--- src/hdl/assert_macros.svh ---
// assertion macros shared by the valve controller modules
// no dependencies
`ifndef ASSERT_MACROS_SVH
`define ASSERT_MACROS_SVH

// same-cycle implication, held off while in reset
`define PFVC_ASSERT_IMP(lbl, clk, rst_n, pre, post, msg) \
  lbl: assert property (@(posedge clk) disable iff (!rst_n) (pre) |-> (post)) \
    else $error(msg);

// next-cycle implication, held off while in reset
`define PFVC_ASSERT_NXT(lbl, clk, rst_n, pre, post, msg) \
  lbl: assert property (@(posedge clk) disable iff (!rst_n) (pre) |=> (post)) \
    else $error(msg);

`endif

--- src/hdl/pfvc_pkg.sv ---
// types and constants for the pneumatic finger valve controller
// no dependencies
`default_nettype none

package pfvc_pkg;

  localparam int NUM_FINGERS  = 5;
  localparam int CMD_LEN      = 16;
  localparam int DIGIT_W      = 4;
  localparam int CNT_W        = $clog2(CMD_LEN);
  localparam int CHAR_W       = 6;
  localparam int SIDX_W       = 3;
  localparam int ROLL_W       = 10;
  localparam int ANGLE_W      = 9;
  localparam int TGT_W        = 11;
  localparam int CODE_W       = 8;
  localparam int PUMP_W       = 16;
  localparam int QDEPTH       = 4;
  localparam int QPTR_W       = $clog2(QDEPTH);
  localparam int QCNT_W       = $clog2(QDEPTH + 1);
  localparam int POSE_FINGERS = (NUM_FINGERS < 5) ? NUM_FINGERS : 5;
  localparam int WRAP_DEG     = 360;

  localparam logic [DIGIT_W-1:0] POSE_MODE_DIGIT = DIGIT_W'(1);
  localparam logic [DIGIT_W-1:0] INFLATE_BANK    = DIGIT_W'(0);
  localparam logic [CODE_W-1:0]  BTN_FIRST       = CODE_W'(1);
  localparam logic [CODE_W-1:0]  BTN_LAST_SINGLE = CODE_W'(10);
  localparam logic [CODE_W-1:0]  BTN_ALL_OPEN    = CODE_W'(11);
  localparam logic [CODE_W-1:0]  BTN_ALL_CLOSE   = CODE_W'(12);

  typedef enum logic [1:0] {
    CMD_CHAR  = 2'd0,
    CMD_ANGLE = 2'd1,
    CMD_PANEL = 2'd2,
    CMD_NONE  = 2'd3
  } cmd_t;

  typedef logic [NUM_FINGERS-1:0] fmask_t;

  // decoded item: set/clear masks for both valve banks plus panel levels
  typedef struct packed {
    fmask_t infl_set;
    fmask_t infl_clr;
    fmask_t exh_set;
    fmask_t exh_clr;
    logic   lvl_wr;
    logic   manual;
    logic   pump_off;
    logic   applied;
  } op_t;

endpackage

`default_nettype wire

--- src/hdl/pfvc_if.sv ---
// valid/ready channel interfaces for items, results and configuration
// depends on pfvc_pkg
`default_nettype none

interface pfvc_in_if;
  import pfvc_pkg::*;
  logic                valid;
  logic                ready;
  logic [1:0]          cmd;
  logic [CHAR_W-1:0]   char_code;
  logic [SIDX_W-1:0]   sensor_index;
  logic signed [ROLL_W-1:0] roll_degrees;
  logic                sw_all_mode;
  logic                sw_all_in;
  logic                sw_all_out;
  logic                sw_manual;
  logic                sw_pump_off;

  modport source (output valid, cmd, char_code, sensor_index, roll_degrees,
                  sw_all_mode, sw_all_in, sw_all_out, sw_manual, sw_pump_off,
                  input ready);
  modport sink (input valid, cmd, char_code, sensor_index, roll_degrees,
                sw_all_mode, sw_all_in, sw_all_out, sw_manual, sw_pump_off,
                output ready);
endinterface

interface pfvc_out_if;
  import pfvc_pkg::*;
  logic                   valid;
  logic                   ready;
  logic [NUM_FINGERS-1:0] inflate_closed;
  logic [NUM_FINGERS-1:0] exhaust_closed;
  logic [PUMP_W-1:0]      pump_compare;
  logic                   command_applied;

  modport source (output valid, inflate_closed, exhaust_closed, pump_compare,
                  command_applied, input ready);
  modport sink (input valid, inflate_closed, exhaust_closed, pump_compare,
                command_applied, output ready);
endinterface

interface pfvc_cfg_if;
  import pfvc_pkg::*;
  logic              valid;
  logic              ready;
  logic [PUMP_W-1:0] pump_compare_value;

  modport source (output valid, pump_compare_value, input ready);
  modport sink (input valid, pump_compare_value, output ready);
endinterface

`default_nettype wire

--- src/hdl/pfvc_front.sv ---
// front end: collects command digits and finger angles, decodes each item
// into valve set/clear masks; depends on pfvc_pkg, pfvc_if, assert_macros.svh
`default_nettype none
`include "assert_macros.svh"

module pfvc_front
  import pfvc_pkg::*;
(
  input  wire logic   clk,
  input  wire logic   rst_n,
  pfvc_in_if.sink     in_ch,
  input  wire logic   q_full,
  output logic        op_push,
  output op_t         op
);

  logic [DIGIT_W-1:0] digit_r [CMD_LEN];
  logic [CNT_W-1:0]   char_count_r, char_count_nxt;
  logic [ANGLE_W-1:0] angle_r [NUM_FINGERS];
  logic [ANGLE_W-1:0] angle_new;
  logic [DIGIT_W-1:0] dig [CMD_LEN];
  logic [DIGIT_W-1:0] digit_in;
  logic               done;
  logic [TGT_W-1:0]   tgt [POSE_FINGERS];
  logic [CODE_W-1:0]  code;
  logic [CODE_W-1:0]  code_m1;
  fmask_t             fbit, bset, bclr;
  logic signed [ROLL_W:0] wrapped;
  cmd_t               cmd;

  assign in_ch.ready = !q_full;
  assign op_push     = in_ch.valid && !q_full;
  assign cmd         = cmd_t'(in_ch.cmd);
  assign digit_in    = in_ch.char_code[DIGIT_W-1:0];
  assign done        = (char_count_r == CNT_W'(CMD_LEN - 1));

  always_comb begin
    for (int i = 0; i < CMD_LEN; i++) begin
      dig[i] = (i == CMD_LEN - 1) ? digit_in : digit_r[i];
    end
    for (int f = 0; f < POSE_FINGERS; f++) begin
      tgt[f] = TGT_W'(dig[3*f]) * TGT_W'(100) + TGT_W'(dig[3*f+1]) * TGT_W'(10)
             + TGT_W'(dig[3*f+2]);
    end
  end

  assign code    = CODE_W'(dig[13]) * CODE_W'(10) + CODE_W'(dig[14]);
  assign code_m1 = code - BTN_FIRST;

  always_comb begin
    bset = '0;
    bclr = '0;
    for (int f = 0; f < NUM_FINGERS; f++) begin
      fbit[f] = (code_m1[CODE_W-1:1] == (CODE_W-1)'(f));
    end
    if (code >= BTN_FIRST && code <= BTN_LAST_SINGLE) begin
      if (code[0]) begin
        bclr = fbit;
      end else begin
        bset = fbit;
      end
    end else if (code == BTN_ALL_OPEN) begin
      bclr = '1;
    end else if (code == BTN_ALL_CLOSE) begin
      bset = '1;
    end
  end

  assign wrapped   = $signed({in_ch.roll_degrees[ROLL_W-1], in_ch.roll_degrees})
                   + $signed((ROLL_W+1)'(WRAP_DEG));
  assign angle_new = in_ch.roll_degrees[ROLL_W-1]
                   ? (wrapped[ROLL_W] ? '0 : wrapped[ANGLE_W-1:0])
                   : in_ch.roll_degrees[ANGLE_W-1:0];

  always_comb begin
    op             = '0;
    char_count_nxt = char_count_r;
    case (cmd)
      CMD_CHAR: begin
        char_count_nxt = done ? '0 : char_count_r + CNT_W'(1);
        if (done) begin
          op.applied = 1'b1;
          if (digit_in == POSE_MODE_DIGIT) begin
            for (int f = 0; f < POSE_FINGERS; f++) begin
              op.infl_clr[f] = (TGT_W'(angle_r[f]) < tgt[f]);
              op.infl_set[f] = !(TGT_W'(angle_r[f]) < tgt[f]);
              op.exh_set[f]  = 1'b1;
            end
          end else if (dig[0] == INFLATE_BANK) begin
            op.infl_set = bset;
            op.infl_clr = bclr;
          end else begin
            op.exh_set = bset;
            op.exh_clr = bclr;
          end
        end
      end
      CMD_PANEL: begin
        op.lvl_wr   = 1'b1;
        op.manual   = in_ch.sw_manual;
        op.pump_off = in_ch.sw_pump_off;
        if (in_ch.sw_all_mode) begin
          op.infl_clr = in_ch.sw_all_in ? '0 : '1;
          op.exh_clr  = in_ch.sw_all_out ? '0 : '1;
        end
      end
      CMD_ANGLE, CMD_NONE: begin
      end
      default: begin
      end
    endcase
  end

  always_ff @(posedge clk) begin
    if (!rst_n) begin
      char_count_r <= '0;
      for (int f = 0; f < NUM_FINGERS; f++) begin
        angle_r[f] <= '0;
      end
    end else if (op_push) begin
      char_count_r <= char_count_nxt;
      if (cmd == CMD_ANGLE) begin
        for (int f = 0; f < NUM_FINGERS; f++) begin
          if (in_ch.sensor_index == SIDX_W'(f)) begin
            angle_r[f] <= angle_new;
          end
        end
      end
    end
  end

  always_ff @(posedge clk) begin
    if (op_push && cmd == CMD_CHAR) begin
      digit_r[char_count_r] <= digit_in;
    end
  end

  `PFVC_ASSERT_NXT(a_applied_wraps, clk, rst_n, op_push && op.applied, char_count_r == '0,
    "completed command did not restart digit count")

endmodule

`default_nettype wire

--- src/hdl/pfvc_queue.sv ---
// short queue of decoded items between front and back
// depends on pfvc_pkg, assert_macros.svh
`default_nettype none
`include "assert_macros.svh"

module pfvc_queue
  import pfvc_pkg::*;
(
  input  wire logic clk,
  input  wire logic rst_n,
  input  wire logic push,
  input  wire op_t  push_op,
  output logic      full,
  output logic      q_valid,
  output op_t       q_op,
  input  wire logic q_ready
);

  op_t               mem_r [QDEPTH];
  logic [QPTR_W-1:0] wr_ptr_r, rd_ptr_r;
  logic [QCNT_W-1:0] cnt_r;
  logic              pop;

  assign full    = (cnt_r == QCNT_W'(QDEPTH));
  assign q_valid = (cnt_r != '0);
  assign q_op    = mem_r[rd_ptr_r];
  assign pop     = q_valid && q_ready;

  always_ff @(posedge clk) begin
    if (!rst_n) begin
      wr_ptr_r <= '0;
      rd_ptr_r <= '0;
      cnt_r    <= '0;
    end else begin
      if (push) begin
        wr_ptr_r <= (wr_ptr_r == QPTR_W'(QDEPTH - 1)) ? '0 : wr_ptr_r + QPTR_W'(1);
      end
      if (pop) begin
        rd_ptr_r <= (rd_ptr_r == QPTR_W'(QDEPTH - 1)) ? '0 : rd_ptr_r + QPTR_W'(1);
      end
      if (push && !pop) begin
        cnt_r <= cnt_r + QCNT_W'(1);
      end else if (pop && !push) begin
        cnt_r <= cnt_r - QCNT_W'(1);
      end
    end
  end

  always_ff @(posedge clk) begin
    if (push) begin
      mem_r[wr_ptr_r] <= push_op;
    end
  end

  `PFVC_ASSERT_NXT(a_drain_empty, clk, rst_n, cnt_r == QCNT_W'(1) && pop && !push, !q_valid,
    "queue not empty after last item left")

endmodule

`default_nettype wire

--- src/hdl/pfvc_back.sv ---
// back end: applies decoded items to valve pins and pump levels, holds the
// pump compare register and the result register; depends on pfvc_pkg, pfvc_if, assert_macros.svh
`default_nettype none
`include "assert_macros.svh"

module pfvc_back
  import pfvc_pkg::*;
(
  input  wire logic clk,
  input  wire logic rst_n,
  input  wire logic q_valid,
  input  wire op_t  q_op,
  output logic      q_ready,
  pfvc_cfg_if.sink  cfg_ch,
  pfvc_out_if.source out_ch
);

  fmask_t            infl_r, infl_nxt;
  fmask_t            exh_r, exh_nxt;
  logic              manual_r, manual_nxt;
  logic              pump_off_r, pump_off_nxt;
  logic [PUMP_W-1:0] pump_cfg_r;
  logic              run;
  logic              pop;
  logic              out_valid_r;
  fmask_t            out_infl_r, out_exh_r;
  logic [PUMP_W-1:0] out_pump_r;
  logic              out_applied_r;

  assign cfg_ch.ready = 1'b1;
  assign q_ready      = !out_valid_r || out_ch.ready;
  assign pop          = q_valid && q_ready;

  assign infl_nxt     = (infl_r & ~q_op.infl_clr) | q_op.infl_set;
  assign exh_nxt      = (exh_r & ~q_op.exh_clr) | q_op.exh_set;
  assign manual_nxt   = q_op.lvl_wr ? q_op.manual : manual_r;
  assign pump_off_nxt = q_op.lvl_wr ? q_op.pump_off : pump_off_r;
  assign run          = manual_nxt ? !pump_off_nxt : (infl_nxt != '1);

  always_ff @(posedge clk) begin
    if (!rst_n) begin
      infl_r      <= '1;
      exh_r       <= '1;
      manual_r    <= 1'b1;
      pump_off_r  <= 1'b1;
      pump_cfg_r  <= '0;
      out_valid_r <= 1'b0;
    end else begin
      if (cfg_ch.valid) begin
        pump_cfg_r <= cfg_ch.pump_compare_value;
      end
      if (pop) begin
        infl_r      <= infl_nxt;
        exh_r       <= exh_nxt;
        manual_r    <= manual_nxt;
        pump_off_r  <= pump_off_nxt;
        out_valid_r <= 1'b1;
      end else if (out_ch.ready) begin
        out_valid_r <= 1'b0;
      end
    end
  end

  always_ff @(posedge clk) begin
    if (pop) begin
      out_infl_r    <= infl_nxt;
      out_exh_r     <= exh_nxt;
      out_pump_r    <= run ? pump_cfg_r : '0;
      out_applied_r <= q_op.applied;
    end
  end

  assign out_ch.valid           = out_valid_r;
  assign out_ch.inflate_closed  = out_infl_r;
  assign out_ch.exhaust_closed  = out_exh_r;
  assign out_ch.pump_compare    = out_pump_r;
  assign out_ch.command_applied = out_applied_r;

  `PFVC_ASSERT_NXT(a_idle_op_keeps_pins, clk, rst_n,
    pop && q_op.infl_set == '0 && q_op.infl_clr == '0,
    infl_r == $past(infl_r), "inflate pins changed on an item with no inflate action")

  `PFVC_ASSERT_IMP(a_result_matches_pins, clk, rst_n, out_valid_r && !pop,
    out_infl_r == infl_r && out_exh_r == exh_r, "held result differs from valve state")

endmodule

`default_nettype wire

--- src/hdl/pneumatic_finger_valve_controller.sv ---
// channel   | dir | payload
// in_ch     | in  | cmd, char_code, sensor_index, roll_degrees, sw_* panel levels
// out_ch    | out | inflate_closed, exhaust_closed, pump_compare, command_applied
// cfg_ch    | in  | pump_compare_value
//
// one item per cycle unless out_ch stalls; each item passes the queue, then the result register
// the front decodes in the accept cycle; a 4-entry queue feeds the back end
// synchronous active-low reset: all valves closed, pump off, angles and count zero
// a stalled output fills the queue, then in_ch.ready drops
// cfg_ch is always ready; depends on pfvc_pkg, pfvc_if and the three submodules
`default_nettype none

module pneumatic_finger_valve_controller
  import pfvc_pkg::*;
(
  input  wire logic  clk,
  input  wire logic  rst_n,
  pfvc_in_if.sink    in_ch,
  pfvc_out_if.source out_ch,
  pfvc_cfg_if.sink   cfg_ch
);

  logic op_push;
  op_t  push_op;
  logic q_full;
  logic q_valid;
  op_t  q_op;
  logic q_ready;

  pfvc_front u_front (
    .clk     (clk),
    .rst_n   (rst_n),
    .in_ch   (in_ch),
    .q_full  (q_full),
    .op_push (op_push),
    .op      (push_op)
  );

  pfvc_queue u_queue (
    .clk     (clk),
    .rst_n   (rst_n),
    .push    (op_push),
    .push_op (push_op),
    .full    (q_full),
    .q_valid (q_valid),
    .q_op    (q_op),
    .q_ready (q_ready)
  );

  pfvc_back u_back (
    .clk     (clk),
    .rst_n   (rst_n),
    .q_valid (q_valid),
    .q_op    (q_op),
    .q_ready (q_ready),
    .cfg_ch  (cfg_ch),
    .out_ch  (out_ch)
  );

endmodule

`default_nettype wire

--- src/flat_wrapper.sv ---
// flat-port wrapper written by rule: the top's interface ports become plain ports
module pneumatic_finger_valve_controller_flat import pfvc_pkg::*;
  (clk, rst_n, in_ch_valid, in_ch_cmd, in_ch_char_code, in_ch_sensor_index, in_ch_roll_degrees, in_ch_sw_all_mode, in_ch_sw_all_in, in_ch_sw_all_out, in_ch_sw_manual, in_ch_sw_pump_off, in_ch_ready, out_ch_valid, out_ch_inflate_closed, out_ch_exhaust_closed, out_ch_pump_compare, out_ch_command_applied, out_ch_ready, cfg_ch_valid, cfg_ch_pump_compare_value, cfg_ch_ready);
  pfvc_in_if in_ch_i ();
  pfvc_out_if out_ch_i ();
  pfvc_cfg_if cfg_ch_i ();
  input  wire logic clk;
  input  wire logic rst_n;
  input wire logic [$bits(in_ch_i.valid)-1:0] in_ch_valid;
  input wire logic [$bits(in_ch_i.cmd)-1:0] in_ch_cmd;
  input wire logic [$bits(in_ch_i.char_code)-1:0] in_ch_char_code;
  input wire logic [$bits(in_ch_i.sensor_index)-1:0] in_ch_sensor_index;
  input wire logic [$bits(in_ch_i.roll_degrees)-1:0] in_ch_roll_degrees;
  input wire logic [$bits(in_ch_i.sw_all_mode)-1:0] in_ch_sw_all_mode;
  input wire logic [$bits(in_ch_i.sw_all_in)-1:0] in_ch_sw_all_in;
  input wire logic [$bits(in_ch_i.sw_all_out)-1:0] in_ch_sw_all_out;
  input wire logic [$bits(in_ch_i.sw_manual)-1:0] in_ch_sw_manual;
  input wire logic [$bits(in_ch_i.sw_pump_off)-1:0] in_ch_sw_pump_off;
  output wire logic [$bits(in_ch_i.ready)-1:0] in_ch_ready;
  output wire logic [$bits(out_ch_i.valid)-1:0] out_ch_valid;
  output wire logic [$bits(out_ch_i.inflate_closed)-1:0] out_ch_inflate_closed;
  output wire logic [$bits(out_ch_i.exhaust_closed)-1:0] out_ch_exhaust_closed;
  output wire logic [$bits(out_ch_i.pump_compare)-1:0] out_ch_pump_compare;
  output wire logic [$bits(out_ch_i.command_applied)-1:0] out_ch_command_applied;
  input wire logic [$bits(out_ch_i.ready)-1:0] out_ch_ready;
  input wire logic [$bits(cfg_ch_i.valid)-1:0] cfg_ch_valid;
  input wire logic [$bits(cfg_ch_i.pump_compare_value)-1:0] cfg_ch_pump_compare_value;
  output wire logic [$bits(cfg_ch_i.ready)-1:0] cfg_ch_ready;
  assign in_ch_i.valid = in_ch_valid;
  assign in_ch_i.cmd = in_ch_cmd;
  assign in_ch_i.char_code = in_ch_char_code;
  assign in_ch_i.sensor_index = in_ch_sensor_index;
  assign in_ch_i.roll_degrees = in_ch_roll_degrees;
  assign in_ch_i.sw_all_mode = in_ch_sw_all_mode;
  assign in_ch_i.sw_all_in = in_ch_sw_all_in;
  assign in_ch_i.sw_all_out = in_ch_sw_all_out;
  assign in_ch_i.sw_manual = in_ch_sw_manual;
  assign in_ch_i.sw_pump_off = in_ch_sw_pump_off;
  assign in_ch_ready = in_ch_i.ready;
  assign out_ch_valid = out_ch_i.valid;
  assign out_ch_inflate_closed = out_ch_i.inflate_closed;
  assign out_ch_exhaust_closed = out_ch_i.exhaust_closed;
  assign out_ch_pump_compare = out_ch_i.pump_compare;
  assign out_ch_command_applied = out_ch_i.command_applied;
  assign out_ch_i.ready = out_ch_ready;
  assign cfg_ch_i.valid = cfg_ch_valid;
  assign cfg_ch_i.pump_compare_value = cfg_ch_pump_compare_value;
  assign cfg_ch_ready = cfg_ch_i.ready;
  pneumatic_finger_valve_controller u_core (.clk(clk), .rst_n(rst_n), .in_ch(in_ch_i), .out_ch(out_ch_i), .cfg_ch(cfg_ch_i));
endmodule
--- config.mk ---
export PLATFORM = sky130hd
export DESIGN_NAME = pneumatic_finger_valve_controller_flat
export DESIGN_NICKNAME = d
export VERILOG_FILES = /design/src/hdl/pfvc_pkg.sv /design/src/hdl/pfvc_if.sv /design/src/hdl/pfvc_front.sv /design/src/hdl/pfvc_queue.sv /design/src/hdl/pfvc_back.sv /design/src/hdl/pneumatic_finger_valve_controller.sv /design/src/flat_wrapper.sv
export VERILOG_INCLUDE_DIRS = /design/src /design/src/hdl
export SDC_FILE = /design/constraint.sdc
export NUM_CORES = 1
export LEC_CHECK = 0
export ABC_AREA = 1
export BUFFER_PORTS_ARGS = -buffer_cell sky130_fd_sc_hd__buf_2
export CAP_MARGIN = 20
export CORE_AREA = 2 2 187 189
export CTS_BUF_LIST = sky130_fd_sc_hd__clkbuf_16
export DETAILED_ROUTE_END_ITERATION = 7
export DIE_AREA = 0 0 189 191
export GPL_TIMING_DRIVEN = 1
export PLACE_DENSITY_LB_ADDON = 0.15
export SLEW_MARGIN = 30
export SYNTH_ARGS = -nofsm -noshare
export SYNTH_HDL_FRONTEND = slang
export SYNTH_SLANG_ARGS = --single-unit
--- constraint.sdc ---
create_clock -name clk -period 4.4 [get_ports clk]
set_input_delay 0 -clock clk [delete_from_list [all_inputs] [get_ports clk]]
set_output_delay 0 -clock clk [all_outputs]
set_load 0.005 [all_outputs]
==> run metrics <==
cell internal pwr 5.09 mW; Worst-path clk slew 0.06 ns; Area Growth Syn to Fin 15.2%; Net Sw Frac 0.286; Critical Path RT 4.79 ns; Final #Nets 1852; Vias 10300; Site Rows 68; hold crit path type in -> reg; fillers 3077; vias in the first global route 10200; placed cell count 1982; detailed placer's ending HPWL 22400 µm; antenna-violating nets left 0; total track usage 0.176; Achievable Freq 0.246 GHz; GPL Wtd Cong 0.805; Slew Viols, Final 0; highest ir drop seen on vdd 0.388 mV; clock latency on the worst-skew pair 0.56 ns; number of I/O port buffers 73; Setup crit start u_core.u_front.digit_r[13][1]$_DFFE_PP_; final hold slack -0.00765 ns; final setup fails 0; die area 36100 µm²; CP most frequent cell nand2_1; post-synthesis xor/xnor area fraction 0.0295; reg-to-reg endpoint u_core.u_queue.mem_r[2][18]$_DFFE_PP_; Flop pwr share 0.463; Crit. End Element flip-flop; Hold Path Origin in_ch_roll_degrees[4]; critical path type reg -> reg; share of cells above drive strength 1 0.0928; Sink Count 270; R2R depth 18; CTS tree built; Hold Fails Final Rpt 5; Die Wd 189 µm; DRT Pass-1 Iters 5; largest net degree at the start of global routing 54; CP max stage delay 0.64 ns; final worst-path cycle share 0.923; FF-to-FF Start u_core.u_front.digit_r[13][1]$_DFFE_PP_; Initial Util 0.443; total stage count of the critical path 18; max_slew headroom 0.438; CTS H-Tree Depth 1; CP Buf/Inv Count 1; initial antenna violation count 1; I/O pin count 77; Post-Syn Nets 1721; chip height 191 µm; Worst Clk Skew 0.00918 ns; largest family of logic cells by synthesized area adder cells; final WL 31200 µm; status finished, violations left; mux contribution to synthesized area 0.00174; Switch Pwr 2.04 mW; #FFs+latches synth 270; failing checks negative hold slack; Largest delay share family, worst path adder cells; Layout Cells excl Fill 2072; Avg Inst Size Synth 10.3 µm²; vias per cell 4.96; register area share after synthesis 0.508; RSZ-0062 raised after global routing false; DR DRC count 0; Finished Cell Area 17400 µm²; diode count 0; first-pass GRT wire length 50400 µm; post-layout min period 4.06 ns; maximum root-to-sink buffer count 3; synth top area cells edfxtp_1 45%, ha_1 15%, nand2_1 6.0%; Unique masters post-synth 42; Leak Pwr 7.72 nW; post-synthesis adder-cell area fraction 0.189; critical-path cell list ha_1 -> ha_1 -> fa_1 -> ha_1 -> ha_1 -> a21oi_1 -> nand2_1 -> a31oi_1 -> xor2_1 -> ha_1 -> a21o_1 -> nand3_1 -> nand2_1 -> inv_1 -> nand2_1 -> nand2_1 -> nand2_1 -> nand2_1; hold path endpoint u_core.u_front.angle_r[0][4]$_DFFE_PP_; YS warnings 0; Synth Instances 1462; Simple-Gate Fraction of Synth Area 0.124; post-synth top area share 0.453; Critical-path top delay cell fa_1; r2r setup slk 0.34 ns; clock share of power 0.340; MaxCap Viol Count 0; Hold Path Stages 3; DP Area 16100 µm²; Worst setup SP type flip-flop; worst slew pin tran 0.842 ns; arrival time worst endpoint 4.45 ns; Util after Layout 0.510; Yosys top cell by area edfxtp_1; CTS Buf Count 30; Root Buffer clkbuf_16; proportion of power drawn by combinational gates 0.197; Iteration-0 DRC Markers 506; area of the mapped netlist 15100 µm²; Synth Area in Compound Gates 0.0882; gr ovfl total 0; setup TNS 0 ns; WL/cell 15.1 µm; Pwr Total 7.13 mW; core area 34100 µm²; power per cell area 409 nW/µm²; Crit Path Max Fanout 7
[cells by family (layout without fill, tap and decap cells)]
| logic type | after synthesis | after routing |
|---|---|---|
| AND/OR/NAND/NOR | 450 | 450 |
| flip-flops | 270 | 270 |
| AO/OA/AOI/OAI | 242 | 242 |
| buffers and inverters | 234 | 389 |
| adder cells (fa/ha/maj) | 212 | 212 |
| XOR/XNOR | 51 | 51 |
| multiplexers | 2 | 2 |
| other | 1 | 1 |
[tightest hold or removal path: cells and delay by family]
family,cells,cell delay (ns)
AOI/OAI and AO/OA,1,0.08
buffers and inverters,2,0.31
[state kept, by name (all words and copies together), names as in the netlist, named ones only]
register                              flops
u_core.u_back.pump_cfg_r                 16
u_core.u_back.out_ch.exhaust_closed       5
u_core.u_queue.mem_r                     96
u_core.u_queue.rd_ptr_r                   2
u_core.u_back.out_ch.pump_compare        16
u_core.u_queue.cnt_r                      3
u_core.u_front.char_count_r               4
u_core.u_front.digit_r                   60
u_core.u_queue.wr_ptr_r                   2
u_core.u_back.out_ch.inflate_closed       5
u_core.u_front.angle_r                   45
u_core.u_back.out_ch.command_applied      1
u_core.u_back.manual_r                    1
u_core.u_back.infl_r                      5
u_core.u_back.pump_off_r                  1
u_core.u_back.exh_r                       5
u_core.u_back.out_ch.valid                1
[worst max path at each step]
stage / slack (ns) / end
floorplan: 0.71 / u_core.u_queue.mem_r[0][23]$_DFFE_PP_
global placement: 0.42 / u_core.u_queue.mem_r[1][18]$_DFFE_PP_
detailed placement: 0.36 / u_core.u_queue.mem_r[1][18]$_DFFE_PP_
CTS: 0.33 / u_core.u_queue.mem_r[2][18]$_DFFE_PP_
global route: 0.03 / u_core.u_queue.mem_r[2][18]$_DFFE_PP_
finish: 0.34 / u_core.u_queue.mem_r[2][18]$_DFFE_PP_
[synthesized netlist by cell type]
| cell | number |
|---|---|
| nand2_1 | 240 |
| edfxtp_1 | 228 |
| inv_1 | 212 |
| ha_1 | 185 |
| nor2_1 | 105 |
| o21ai_0 | 103 |
| a21oi_1 | 92 |
| nand3_1 | 74 |
| dfxtp_1 | 42 |
| xor2_1 | 28 |
| fa_1 | 27 |
| xnor2_1 | 23 |
| o211ai_1 | 21 |
| clkbuf_1 | 13 |
| nand4_1 | 7 |
| nand3b_1 | 6 |
| nor3_1 | 6 |
| o21bai_1 | 6 |
| buf_2 | 5 |
| o22ai_1 | 4 |
| or2_2 | 4 |
| a211oi_1 | 3 |
| a21o_1 | 3 |
| a31oi_1 | 2 |
| buf_4 | 2 |
| nor2_2 | 2 |
| nor4_1 | 2 |
| o21a_1 | 2 |
| o21ai_1 | 2 |
| a21boi_0 | 1 |
| a21oi_2 | 1 |
| and3_1 | 1 |
| buf_6 | 1 |
| clkinv_1 | 1 |
| conb_1 | 1 |
| mux2_2 | 1 |
| mux2_4 | 1 |
| nand2_2 | 1 |
| nand3_2 | 1 |
| nor2_4 | 1 |
| o211a_1 | 1 |
| o31ai_4 | 1 |
[cell type report]
type | count | area (µm²) | area share
multi-input combinational | 958 | 6580 | 0.378
clock inverter | 26 | 229 | 0.0131
inverter | 213 | 800 | 0.0459
timing repair buffer | 120 | 803 | 0.0461
tap | 455 | 569 | 0.0327
clock buffer | 30 | 751 | 0.0431
sequential | 270 | 7690 | 0.441
[per-stage QoR]
| stage | setup WS (ns) | hold WS [ns] |
|---|---|---|
| floorplan | 0.712 | 0.0989 |
| global placement | 0.420 | 0.298 |
| detailed placement | 0.362 | 0.302 |
| CTS | 0.334 | 0.00553 |
| global route | 0.0270 | 0.00825 |
| finish | 0.339 | -0.00765 |
[metal layers]
metal  GRT usage  wire length, µm  share of wire
met3      0.0218             1070          0.034
met5           0                0              0
met2       0.332            15600           0.50
met4      0.0325              465          0.015
met1       0.216            14100           0.45
[layout by cell type (no fill, tap or decap), drive strengths merged]
cell / Yosys / layout
a211oi: 3 / 3
a21boi: 1 / 1
a21o: 3 / 3
a21oi: 93 / 93
a31oi: 2 / 2
and3: 1 / 1
buf: 8 / 86
bufinv: 0 / 3
clkbuf: 13 / 30
clkinv: 1 / 14
clkinvlp: 0 / 4
conb: 1 / 1
dfxtp: 42 / 42
dlygate4sd3: 0 / 34
edfxtp: 228 / 228
fa: 27 / 27
ha: 185 / 185
inv: 212 / 218
mux2: 2 / 2
nand2: 241 / 241
nand3: 75 / 75
nand3b: 6 / 6
nand4: 7 / 7
nor2: 108 / 108
nor3: 6 / 6
nor4: 2 / 2
o211a: 1 / 1
o211ai: 21 / 21
o21a: 2 / 2
o21ai: 105 / 105
o21bai: 6 / 6
o22ai: 4 / 4
o31ai: 1 / 1
or2: 4 / 4
xnor2: 23 / 23
xor2: 28 / 28
[power by group through the flow]
stage / clock [mW] / sequential [mW] / combinational [mW]
floorplan: 0 / 3.34 / 0.909
global placement: 0 / 3.35 / 1.38
detailed placement: 0 / 3.36 / 1.40
CTS: 2.48 / 3.31 / 1.43
global route: 2.57 / 3.34 / 1.61
finish: 2.42 / 3.30 / 1.40
[what timing repair did]
action                                  CTS  global route
gates resized for setup                   0             0
setup buffers                             0             0
hold buffers                             34             0
endpoints found under the setup margin    0             0
endpoints found under the hold margin   127             0
(Power assumes the default switching activity.)
